[config.mk]
export PLATFORM = sky130hd
export DESIGN_NAME = pcbp_ctrl
export DESIGN_NICKNAME = d
export VERILOG_FILES = /design/src/sv/pcbp_pkg.sv /design/src/sv/pcbp_ctrl.sv
export SDC_FILE = /design/constraint.sdc
export NUM_CORES = 1
export LEC_CHECK = 0
export BUFFER_PORTS_ARGS = -buffer_cell sky130_fd_sc_hd__buf_2
export CORE_AREA = 2 2 39 41
export DETAILED_ROUTE_END_ITERATION = 6
export DIE_AREA = 0 0 41 43
export PLACE_DENSITY = 0.75
export SYNTH_ARGS = -nofsm -noshare
export SYNTH_HDL_FRONTEND = slang
export SYNTH_SLANG_ARGS = --single-unit
[constraint.sdc]
create_clock -name clock -period 1.9 [get_ports clock]
set_input_delay 0 -clock clock [delete_from_list [all_inputs] [get_ports clock]]
set_output_delay 0 -clock clock [all_outputs]
set_load 0.01 [all_outputs]
[src/sv/pcbp_pkg.sv]
// Shared types, codes and default sizes of the prefix code bit packer.
// No dependencies; used by the interfaces, controller, datapath and checker.
package pcbp_pkg;

   localparam int MAX_CODE_LEN = 32;
   localparam int SYMBOL_COUNT = 256;
   localparam int TOTAL_WIDTH  = 32;

   localparam int MODE_W      = 2;
   localparam int SYMBOL_W    = 8;
   localparam int LENGTH_W    = 6;
   localparam int CODE_W      = 32;
   localparam int KIND_W      = 2;
   localparam int BYTE_W      = 8;
   localparam int BIT_TOTAL_W = 32;

   typedef enum logic [MODE_W-1:0] {
      MODE_LOAD   = 2'd0,
      MODE_ENCODE = 2'd1,
      MODE_FLUSH  = 2'd2,
      MODE_NONE   = 2'd3
   } mode_type;

   typedef enum logic [KIND_W-1:0] {
      KIND_DATA  = 2'd0,
      KIND_END   = 2'd1,
      KIND_ERROR = 2'd2
   } kind_type;

   typedef struct packed {
      logic accept;
      logic load_wr;
      logic look;
      logic push_byte;
      logic push_err;
      logic push_pad;
      logic push_end;
   } cmd_type;

   typedef struct packed {
      mode_type mode;
      logic     hit;
      logic     look_bytes;
      logic     byte_last;
      logic     has_pend;
      logic     out_free;
   } status_type;

endpackage

[src/sv/pcbp_ctrl.sv]
// Controller state machine of the bit packer: sequences load, encode and flush.
// Depends on pcbp_pkg for the command and status structs.
module pcbp_ctrl (
   input  logic                 clock,
   input  logic                 reset,
   input  logic                 req_valid,
   output logic                 req_ready,
   input  pcbp_pkg::status_type status,
   output pcbp_pkg::cmd_type    cmd
);

   typedef enum logic [5:0] {
      ST_IDLE  = 6'b000001,
      ST_LOOK  = 6'b000010,
      ST_EMIT  = 6'b000100,
      ST_ERR   = 6'b001000,
      ST_FLUSH = 6'b010000,
      ST_END   = 6'b100000
   } state_type;

   state_type state_ff;
   state_type state_in;

   always_comb begin
      state_in  = state_ff;
      cmd       = '0;
      req_ready = 1'b0;
      case (state_ff)
         ST_IDLE: begin
            req_ready = 1'b1;
            if (req_valid) begin
               cmd.accept = 1'b1;
               case (status.mode)
                  pcbp_pkg::MODE_LOAD:   cmd.load_wr = 1'b1;
                  pcbp_pkg::MODE_ENCODE: state_in = ST_LOOK;
                  pcbp_pkg::MODE_FLUSH:  state_in = ST_FLUSH;
                  default:               state_in = ST_IDLE;
               endcase
            end
         end
         ST_LOOK: begin
            if (!status.hit) begin
               state_in = ST_ERR;
            end else begin
               cmd.look = 1'b1;
               state_in = status.look_bytes ? ST_EMIT : ST_IDLE;
            end
         end
         ST_EMIT: begin
            if (status.out_free) begin
               cmd.push_byte = 1'b1;
               if (status.byte_last) begin
                  state_in = ST_IDLE;
               end
            end
         end
         ST_ERR: begin
            if (status.out_free) begin
               cmd.push_err = 1'b1;
               state_in     = ST_IDLE;
            end
         end
         ST_FLUSH: begin
            if (!status.has_pend) begin
               state_in = ST_END;
            end else if (status.out_free) begin
               cmd.push_pad = 1'b1;
               state_in     = ST_END;
            end
         end
         ST_END: begin
            if (status.out_free) begin
               cmd.push_end = 1'b1;
               state_in     = ST_IDLE;
            end
         end
         default: state_in = ST_IDLE;
      endcase
   end

   always_ff @(posedge clock) begin
      if (reset) begin
         state_ff <= ST_IDLE;
      end else begin
         state_ff <= state_in;
      end
   end

endmodule

==> impl_metrics.csv, run 1 <==
group,metric,value,unit
synth,synth_edf_count,0,
synth,ys_ff_latch,6,
power_and_ir_drop,ir_drop,0.255,mV
setup_path,cp_max_fo,7,
global_routing,grt_max_degree,8,
die,die_area,0.00176,mm²
cts,clockRootBuffer,"clkbuf_4",
drt,via_per_inst,5.16,
cts,cts_made_buffers,3,
die,fp.dieW,41,µm
setup_path,critPathArrivalTime,1750,ps
synth,synth-simple-area-share,40.3,%
global_routing,groute.usage.overall,16.9,%
synth,syn_area,494,µm²
synth,synth_compound_area_share,20.0,%
synth,async_flop_share,0,%
final_layout,largest-register,"state_ff",
synth,synth_area_leaders,"dfxtp_1 (24%), ha_1 (7.6%), inv_1 (6.1%), nand3_1 (5.1%), nor2_1 (4.6%)",
synth,yosys.cell_types.count,28,
synth,yosys_warnings,0,
timing,finalClockSkew,6.13,ps
power_and_ir_drop,power.leakage,0.305,nW
synth,synth_xor_xnor_area_share,1.77,%
setup_path,cp.required,2040,ps
worst_hold_path,hold_class,"in2reg",
place,dpl.hpwl,928,µm
outcome,status,"complete, no violations",
timing,period_minus_slack,1610,ps
setup_path,crit_start,"state_ff[2]$_SDFFE_PP0P_",
power_and_ir_drop,combPwrFrac,24.2,%
cts,h-tree-depth,1,
drt,wl_per_cell,12.0,µm
synth,synth.largest_area_cell,"dfxtp_1",
power_and_ir_drop,seqPwrFrac,40.5,%
final_layout,multi_input_area,344,µm²
final_layout,antennaDiodeCount,0,
die,io_pins,18,
drt,ant_nets,0,
timing,rsz0062_at_grt,"no",
synth,syn_nets,74,
synth,post-synth-top-count-cell,"inv_1",
cts,clk_latency,250,ps
synth,synth_top_family_by_area,"simple AND/OR/NAND/NOR gates",
timing,finalMaxSlewViolations,0,
synth,synthAdderAreaFrac,7.59,%
timing,worstMarginPinSlew,368,ps
drt,first_pass_iters,4,
timing,final-hold-violation-count,0,
final_layout,syn_to_final_growth,27.8,%
setup_path,worstSetupStartpointType,"flip-flop",
job,cap_violations,0,
power_and_ir_drop,p_per_area,530,mW/mm²
final_layout,seq_area,120,µm²
place,io_buffers,17,
setup_path,crit_path_end_kind,"flip-flop",
final_layout,drive_gt1_share,32.9,%
cts,clock-sinks,6,
final_layout,n_fill_cell,152,
cts,cts_tree,"done",
global_routing,grt_pass1_vias,447,
power_and_ir_drop,sw_frac_of_total,28.5,%
drt,wl,1.18,mm
power_and_ir_drop,clkPwrFrac,35.3,%
synth,netlist_instances,61,
timing,tns,0,ps
die,start_util,35.7,%
synth,synth_top_area_share,24.3,%
cts,clockBufferDepth,2,
synth,synth_mux_area_share,0,%
synth,synthTopCellsByCount,"inv_1 (8), dfxtp_1 (6), nor2_1 (6)",
final_layout,largest_reg_flops,6,
place,post-place-cells,94,
drt,drcViolationCount,0,
die,rows,14,
final_layout,fin_util,45.7,%
setup_path,r2r-start,"state_ff[2]$_SDFFE_PP0P_",
power_and_ir_drop,p_sw,0.0955,mW
final_layout,layoutNonFillerInstCount,98,
synth,synthFlopType,"dfxtp_1",
drt,vias,506,
synth,avgSynthCellArea,8.10,µm²
timing,holdWs,30.1,ps
final_layout,reg_top3,"state_ff x6",
global_routing,grt.overflow.total,0,
timing,max_freq,623,MHz
timing,slew_headroom,75.1,%
global_routing,antenna_found_initial,0,
setup_path,path_class,"reg2reg",
final_layout,fin_nets,97,
timing,setup_ws,294,ps
global_routing,grt_pass1_wl,1.99,mm
worst_hold_path,hold_start,"status[4]",
die,placeableCoreArea,0.00138,mm²
place,pre_cts_slack,324,ps
power_and_ir_drop,power.internal,0.239,mW
die,fp.dieH,43,µm
drt,drtIter0Drc,12,
cts,path_clk_slew,50,ps
timing,setup_violations,0,
synth,synth-seq-area-share,24.3,%
timing,min_period_over_period,84.5,%
place,gp_congestion,0.805,
## through the flow
| step | total power [mW] | instance area [µm²] |
|---|---|---|
| after floorplan | 0.188 | 494 |
| after global placement | 0.214 | 599 |
| after detailed placement | 0.217 | 599 |
| after CTS | 0.340 | 632 |
| after global routing | 0.356 | 632 |
| final | 0.335 | 632 |
## timing repair
| action | in CTS | in global routing |
|---|---|---|
| buffers inserted | 0 | 0 |
| resized for setup | 0 | 0 |
| hold buffers | 1 | 0 |
| hold endpoints to repair | 2 | 0 |
## layout make-up
| cell class | instances | share of cell area [%] |
|---|---|---|
| inverter | 8 | 4.75 |
| clock buffer | 3 | 3.56 |
| multi-input combinational | 47 | 54.5 |
| timing repair buffer | 18 | 15.0 |
| tap | 16 | 3.17 |
| sequential | 6 | 19.0 |
## power by group through the flow
stage / registers (mW) / logic, mW / clock network (mW)
global route: 0.136 / 0.0902 / 0.130
floorplan: 0.136 / 0.0515 / 0
CTS: 0.135 / 0.0815 / 0.123
detailed placement: 0.137 / 0.0792 / 0
global placement: 0.137 / 0.0769 / 0
finish: 0.135 / 0.0809 / 0.118
## critical path, cell delays in order, from the launching register on
cell and delay, ps:
dfxtp_1 380, nor4_4 360, nand4b_1 240, nand3_1 220, nand2_2 90, and4_1 210
## path summary, 6_finish.rpt
check             slack, ps                       end  cells after the start
setup / recovery        290  state_ff[1]$_SDFFE_PP0P_                      5
hold / removal           30  state_ff[3]$_SDFFE_PP0P_                      4
setup reg to reg        290  state_ff[1]$_SDFFE_PP0P_                      5
hold reg to reg         560  state_ff[4]$_SDFFE_PP0P_                      2
## layer usage
| layer | track usage, % | share of wire [%] |
|---|---|---|
| met1 | 22.5 | 46 |
| met2 | 23.1 | 45 |
| met3 | 4.71 | 5.5 |
| met4 | 10.0 | 2.6 |
| met5 | 0 | 0 |
## layout by cell type (no fill, tap or decap), drive strengths merged, types with 2 or more instances in the layout
| cell type | n |
|---|---|
| o21ai | 3 |
| clkbuf | 3 |
| and4 | 2 |
| o211ai | 2 |
| and3b | 2 |
| nor2 | 6 |
| ha | 3 |
| nand4b | 2 |
| dfxtp | 6 |
| nand2 | 6 |
| and2 | 2 |
| buf | 17 |
| nand3 | 5 |
| a21oi | 2 |
| nor3b | 2 |
| inv | 8 |
## logic make-up after synthesis
group,Yosys count
adder cells (fa/ha/maj),3
AND/OR/NAND/NOR,31
buffers and inverters,8
AO/OA/AOI/OAI,12
XOR/XNOR,1
flip-flops,6
Power figures use the tool's default switching activity.
==> run 2: changes to the inputs <==
--- a/config.mk
+++ b/config.mk
@@ -5,11 +5,12 @@
 export SDC_FILE = /design/constraint.sdc
 export NUM_CORES = 1
 export LEC_CHECK = 0
+export ABC_AREA = 1
 export BUFFER_PORTS_ARGS = -buffer_cell sky130_fd_sc_hd__buf_2
 export CORE_AREA = 2 2 39 41
 export DETAILED_ROUTE_END_ITERATION = 6
 export DIE_AREA = 0 0 41 43
-export PLACE_DENSITY = 0.75
+export PLACE_DENSITY = 0.81
 export SYNTH_ARGS = -nofsm -noshare
 export SYNTH_HDL_FRONTEND = slang
 export SYNTH_SLANG_ARGS = --single-unit
==> constraint.sdc (replaced) <==
create_clock -name clock -period 1.5 [get_ports clock]
set_input_delay 0 -clock clock [delete_from_list [all_inputs] [get_ports clock]]
set_output_delay 0 -clock clock [all_outputs]
set_load 0.01 [all_outputs]
==> impl_metrics.csv, run 2 <==
group,metric,value,unit
outcome,status,"complete, no violations",
drt,via_per_inst,4.60,
setup_path,worstSetupStartpointType,"flip-flop",
final_layout,largest_reg_flops,6,
synth,synthTopCellsByCount,"nor2_1 (22), inv_1 (19), nand2_1 (18)",
timing,worstMarginPinSlew,249,ps
final_layout,syn_to_final_growth,24.3,%
synth,async_flop_share,0,%
cts,clk_latency,240,ps
final_layout,most-common-layout-cells,"nor2_1 (22), inv_1 (19), nand2_1 (18)",
power_and_ir_drop,power,1.11,mW
synth,synthFlopType,"dfxtp_1",
cts,cts.repair.resized,0,
power_and_ir_drop,seqPwrFrac,22.7,%
synth,synth.largest_area_cell,"dfxtp_1",
power_and_ir_drop,p_sw,0.559,mW
cts,clockBufferDepth,2,
synth,synth_edf_count,0,
power_and_ir_drop,power.leakage,0.417,nW
synth,synth_area_leaders,"dfxtp_1 (21%), nor2_1 (15%), inv_1 (13%), nand2_1 (12%), ha_1 (6.6%)",
timing,max_freq,785,MHz
final_layout,fin_nets,128,
drt,vias,594,
cts,h-tree-depth,1,
cts,clock-sinks,6,
drt,first_pass_iters,4,
drt,drtIter0Drc,11,
global_routing,groute.usage.overall,17.5,%
die,start_util,41.0,%
timing,finalClockSkew,6.15,ps
global_routing,grt.overflow.total,0,
power_and_ir_drop,sw_frac_of_total,50.3,%
timing,tns,0,ps
drt,drcViolationCount,0,
final_layout,antennaDiodeCount,0,
power_and_ir_drop,ir_drop,1.01,mV
drt,ant_nets,0,
place,dpl.hpwl,947,µm
die,io_pins,18,
die,placeableCoreArea,0.00138,mm²
setup_path,cp.required,1500,ps
setup_path,crit_start,"state_ff[5]$_SDFFE_PP0P_",
worst_hold_path,hold_start,"status[3]",
timing,rsz0062_at_grt,"no",
final_layout,drive_gt1_share,30.1,%
timing,final-hold-violation-count,0,
global_routing,grt_pass1_vias,521,
setup_path,crit_path_end_kind,"output pin",
final_layout,reg_top3,"state_ff x6",
setup_path,path_class,"reg2out",
timing,period_minus_slack,1270,ps
setup_path,critPathArrivalTime,1270,ps
synth,syn_nets,105,
cts,cts_made_buffers,3,
final_layout,n_fill_cell,131,
synth,synth_top_area_share,21.2,%
job,cap_violations,0,
synth,yosys.cell_types.count,19,
synth,syn_area,567,µm²
timing,holdWs,10.7,ps
timing,min_period_over_period,85.0,%
final_layout,fin_util,50.9,%
drt,wl,1.18,mm
synth,netlist_instances,92,
place,io_buffers,17,
die,rows,14,
timing,finalMaxSlewViolations,0,
die,fp.dieH,43,µm
final_layout,final_common_cell,"nor2_1",
final_layout,largest-register,"state_ff",
global_routing,grt_pass1_wl,2.02,mm
power_and_ir_drop,power.internal,0.553,mW
synth,yosys_warnings,0,
cts,cts_tree,"done",
timing,setup_violations,0,
drt,wl_per_cell,9.15,µm
setup_path,r2r-start,"state_ff[5]$_SDFFE_PP0P_",
global_routing,antenna_found_initial,0,
power_and_ir_drop,p_per_area,1580,mW/mm²
synth,avgSynthCellArea,6.16,µm²
synth,synth-seq-area-share,21.2,%
global_routing,grt_max_degree,6,
synth,ys_ff_latch,6,
cts,clockRootBuffer,"clkbuf_4",
cts,path_clk_slew,50,ps
synth,post-synth-top-count-cell,"nor2_1",
die,fp.dieW,41,µm
power_and_ir_drop,combPwrFrac,64.1,%
timing,slew_headroom,83.3,%
place,gp_congestion,0.851,
setup_path,cp_max_fo,4,
power_and_ir_drop,clkPwrFrac,13.2,%
worst_hold_path,hold_class,"in2reg",
die,die_area,0.00176,mm²
run 2: worst paths after layout:
kind,to,slack (ps),cells past startpoint
worst max-delay path,cmd[4],230,4
worst min-delay path,state_ff[2]$_SDFFE_PP0P_,10,3
worst max register to register,state_ff[3]$_SDFFE_PP0P_,230,8
worst min register to register,state_ff[5]$_SDFFE_PP0P_,520,2
run 2: critical path, cell delays in order (launching register included):
cell	delay, ps
dfxtp_1	330
nor2_1	220
nand3_1	180
nor2_1	150
buf_2	150
run 2: timing repair:
item                      4_1_cts  5_1_grt
buffers inserted                0        0
hold buffers                    1        0
hold endpoints to repair        2        0
run 2: routing by layer:
layer / GRT usage, % / share of wire, %
met2: 24.1 / 50
met4: 12.0 / 3.0
met1: 22.4 / 43
met5: 0 / 0
met3: 4.71 / 4.5
run 2: per-stage QoR:
step	area (µm²)	setup WS, ps	std cells
after detailed placement	672	248	125
after global placement	672	261	125
after floorplan	567	366	92
after global routing	704	148	129
after CTS	704	212	129
final	704	226	129
run 2: cell type report:
class,count,area (µm²),share of cell area [%]
clock buffers,3,22.5,3.20
inverters,21,81.3,11.5
multi-input cells,65,365,51.9
flip-flops and latches,6,120,17.1
well taps,16,20.0,2.84
repair buffers,18,95.1,13.5
run 2: cells by family after synthesis:
| family | share of synthesized area [%] |
|---|---|
| AOI/OAI and AO/OA | 2.21 |
| DFF | 21.2 |
| buffers and inverters | 14.3 |
| and+or+nand+nor | 55.6 |
| adders and majority gates | 6.62 |
run 2: power by group through the flow:
stage / Combinational (mW) / Sequential (mW) / Clock [mW]
floorplan: 0.560 / 0.246 / 0
global placement: 0.693 / 0.254 / 0
detailed placement: 0.709 / 0.255 / 0
CTS: 0.713 / 0.252 / 0.155
global route: 0.791 / 0.260 / 0.158
finish: 0.714 / 0.252 / 0.147
==> run 3: changes to the inputs <==
==> constraint.sdc (replaced) <==
create_clock -name clock -period 1.3 [get_ports clock]
set_input_delay 0 -clock clock [delete_from_list [all_inputs] [get_ports clock]]
set_output_delay 0 -clock clock [all_outputs]
set_load 0.01 [all_outputs]
==> impl_metrics.csv, run 3 (same netlist as run 2, synthesis figures left out) <==
group,metric,value,unit
outcome,status,"complete, no violations",
setup_path,crit_path_frequent_cell,"nor2_1",
setup_path,cp_max_fo,4,
setup_path,r2r_slack,30,ps
timing,min_period_over_period,97.5,%
final_layout,multi_input_area,403,µm²
final_layout,finalInstanceArea,752,µm²
die,fp.dieW,41,µm
die,placeableCoreArea,0.00138,mm²
final_layout,largest-register,"state_ff",
die,die_area,0.00176,mm²
setup_path,cp_num_buf_inv,2,
setup_path,cp_top_family,"simple AND/OR/NAND/NOR gates",
final_layout,fin_util,54.3,%
timing,final-hold-violation-count,0,
cts,cts_made_buffers,3,
global_routing,grt_max_degree,6,
setup_path,critical_path.slowest_cell,"dfxtp_2",
die,fp.dieH,43,µm
drt,vias,601,
global_routing,grt_pass1_wl,1.96,mm
worst_hold_path,min_to,"state_ff[2]$_SDFFE_PP0P_",
setup_path,critPathArrivalTime,1400,ps
final_layout,antennaDiodeCount,0,
place,gp_congestion,0.858,
drt,wl_per_cell,9.98,µm
timing,slew_headroom,87.0,%
drt,drtIter0Drc,12,
setup_path,cp.depth,9,
drt,drcViolationCount,0,
worst_hold_path,worstHoldPathCells,3,
cts,clock-sinks,6,
final_layout,reg_top3,"state_ff x6",
setup_path,path_class,"reg2reg",
power_and_ir_drop,power.leakage,0.423,nW
timing,tns,0,ps
die,rows,14,
drt,first_pass_iters,4,
global_routing,groute.usage.overall,16.7,%
setup_path,cp.required,1430,ps
timing,finalMaxSlewViolations,0,
cts,clk_latency,240,ps
setup_path,path_cells,"inv_1 -> nor2_1 -> nand3_2 -> nor2_4 -> nor2_4 -> nand3_4 -> inv_2 -> nor2_1 -> nor2_1",
setup_path,r2r_cells,9,
final_layout,drive_gt1_share,41.6,%
cts,clockRootBuffer,"clkbuf_4",
timing,finalClockSkew,1.75,ps
final_layout,seq_area,130,µm²
setup_path,timing.rr.end,"state_ff[5]$_SDFFE_PP0P_",
drt,via_per_inst,4.66,
place,post_dp_cell_area,672,µm²
place,dpl.hpwl,964,µm
final_layout,largest_reg_flops,6,
global_routing,grt.overflow.total,0,
power_and_ir_drop,ir_drop,1.14,mV
final_layout,n_fill_cell,128,
timing,setup_violations,0,
cts,cts_tree,"done",
job,cap_violations,0,
final_layout,syn_to_final_growth,32.7,%
final_layout,fin_nets,128,
setup_path,crit_path_end_kind,"flip-flop",
cts,path_clk_slew,50,ps
place,io_buffers,17,
final_layout,most-common-layout-cells,"inv_1 (18), nand2_1 (18), nor2_1 (18)",
drt,ant_nets,0,
setup_path,worstSetupStartpointType,"flip-flop",
timing,period_minus_slack,1270,ps
timing,rsz0062_at_grt,"yes",
die,start_util,41.0,%
timing,max_freq,789,MHz
cts,clockBufferDepth,2,
timing,worstMarginPinSlew,195,ps
cts,h-tree-depth,1,
worst_hold_path,hold_class,"in2reg",
worst_hold_path,hold_start,"status[3]",
setup_path,r2r-start,"state_ff[2]$_SDFFE_PP0P_",
global_routing,grt_pass1_vias,481,
power_and_ir_drop,p_per_area,1860,mW/mm²
global_routing,antenna_found_initial,0,
place,pre_cts_slack,46.2,ps
setup_path,max_stage_delay,360,ps
timing,setup_ws,32.8,ps
die,io_pins,18,
drt,wl,1.29,mm
-- run 3: worst min-delay path, cell delays in order --
cell,delay [ps]
buf_2,110
nand2_1,60
a21oi_1,50
-- run 3: power breakdown --
part           total, mW  internal (mW)  switching (mW)
Combinational      0.891          0.322           0.569
Clock              0.173          0.105          0.0684
Sequential         0.334          0.261          0.0733
Total               1.40          0.688           0.710
-- run 3: routing by layer --
layer,part of all wire (%),global-route usage (%),up-vias
met2,53,21.3,18
met3,3.9,4.71,6
met5,0,0,-
met4,2.0,12.0,0
met1,41,23.1,260
li1,-,-,317
-- run 3: worst max-delay path by stage --
stage / start / to / slack, ps
final: state_ff[2]$_SDFFE_PP0P_ / state_ff[5]$_SDFFE_PP0P_ / 30
after global routing: state_ff[2]$_SDFFE_PP0P_ / state_ff[5]$_SDFFE_PP0P_ / -80
after CTS: state_ff[2]$_SDFFE_PP0P_ / state_ff[5]$_SDFFE_PP0P_ / 30
after detailed placement: state_ff[2]$_SDFFE_PP0P_ / state_ff[5]$_SDFFE_PP0P_ / 50
after global placement: state_ff[2]$_SDFFE_PP0P_ / state_ff[0]$_SDFFE_PP1P_ / 60
after floorplan: state_ff[4]$_SDFFE_PP0P_ / state_ff[3]$_SDFFE_PP0P_ / 170
-- run 3: timing repair --
| item | CTS | global route |
|---|---|---|
| buffers inserted | 0 | 0 |
| endpoints found under the setup margin | 0 | 7 |
| resized for setup | 0 | 17 |
| hold buffers | 1 | 0 |
| endpoints found under the hold margin | 2 | 0 |
-- run 3: final cells by class --
cell class,instances,area share (%)
clock buffers,3,3.00
inverters,21,10.8
multi-input cells,65,53.6
flip-flops and latches,6,17.3
well taps,16,2.66
repair buffers,18,12.6
-- run 3: through the flow --
step                hold slack [ps]  std cells  power [mW]
finish                         9.76        129        1.40
global route                   24.6        129        1.52
CTS                            16.2        129        1.29
detailed placement              220        125        1.11
global placement                212        125        1.09
floorplan                      69.1         92       0.930
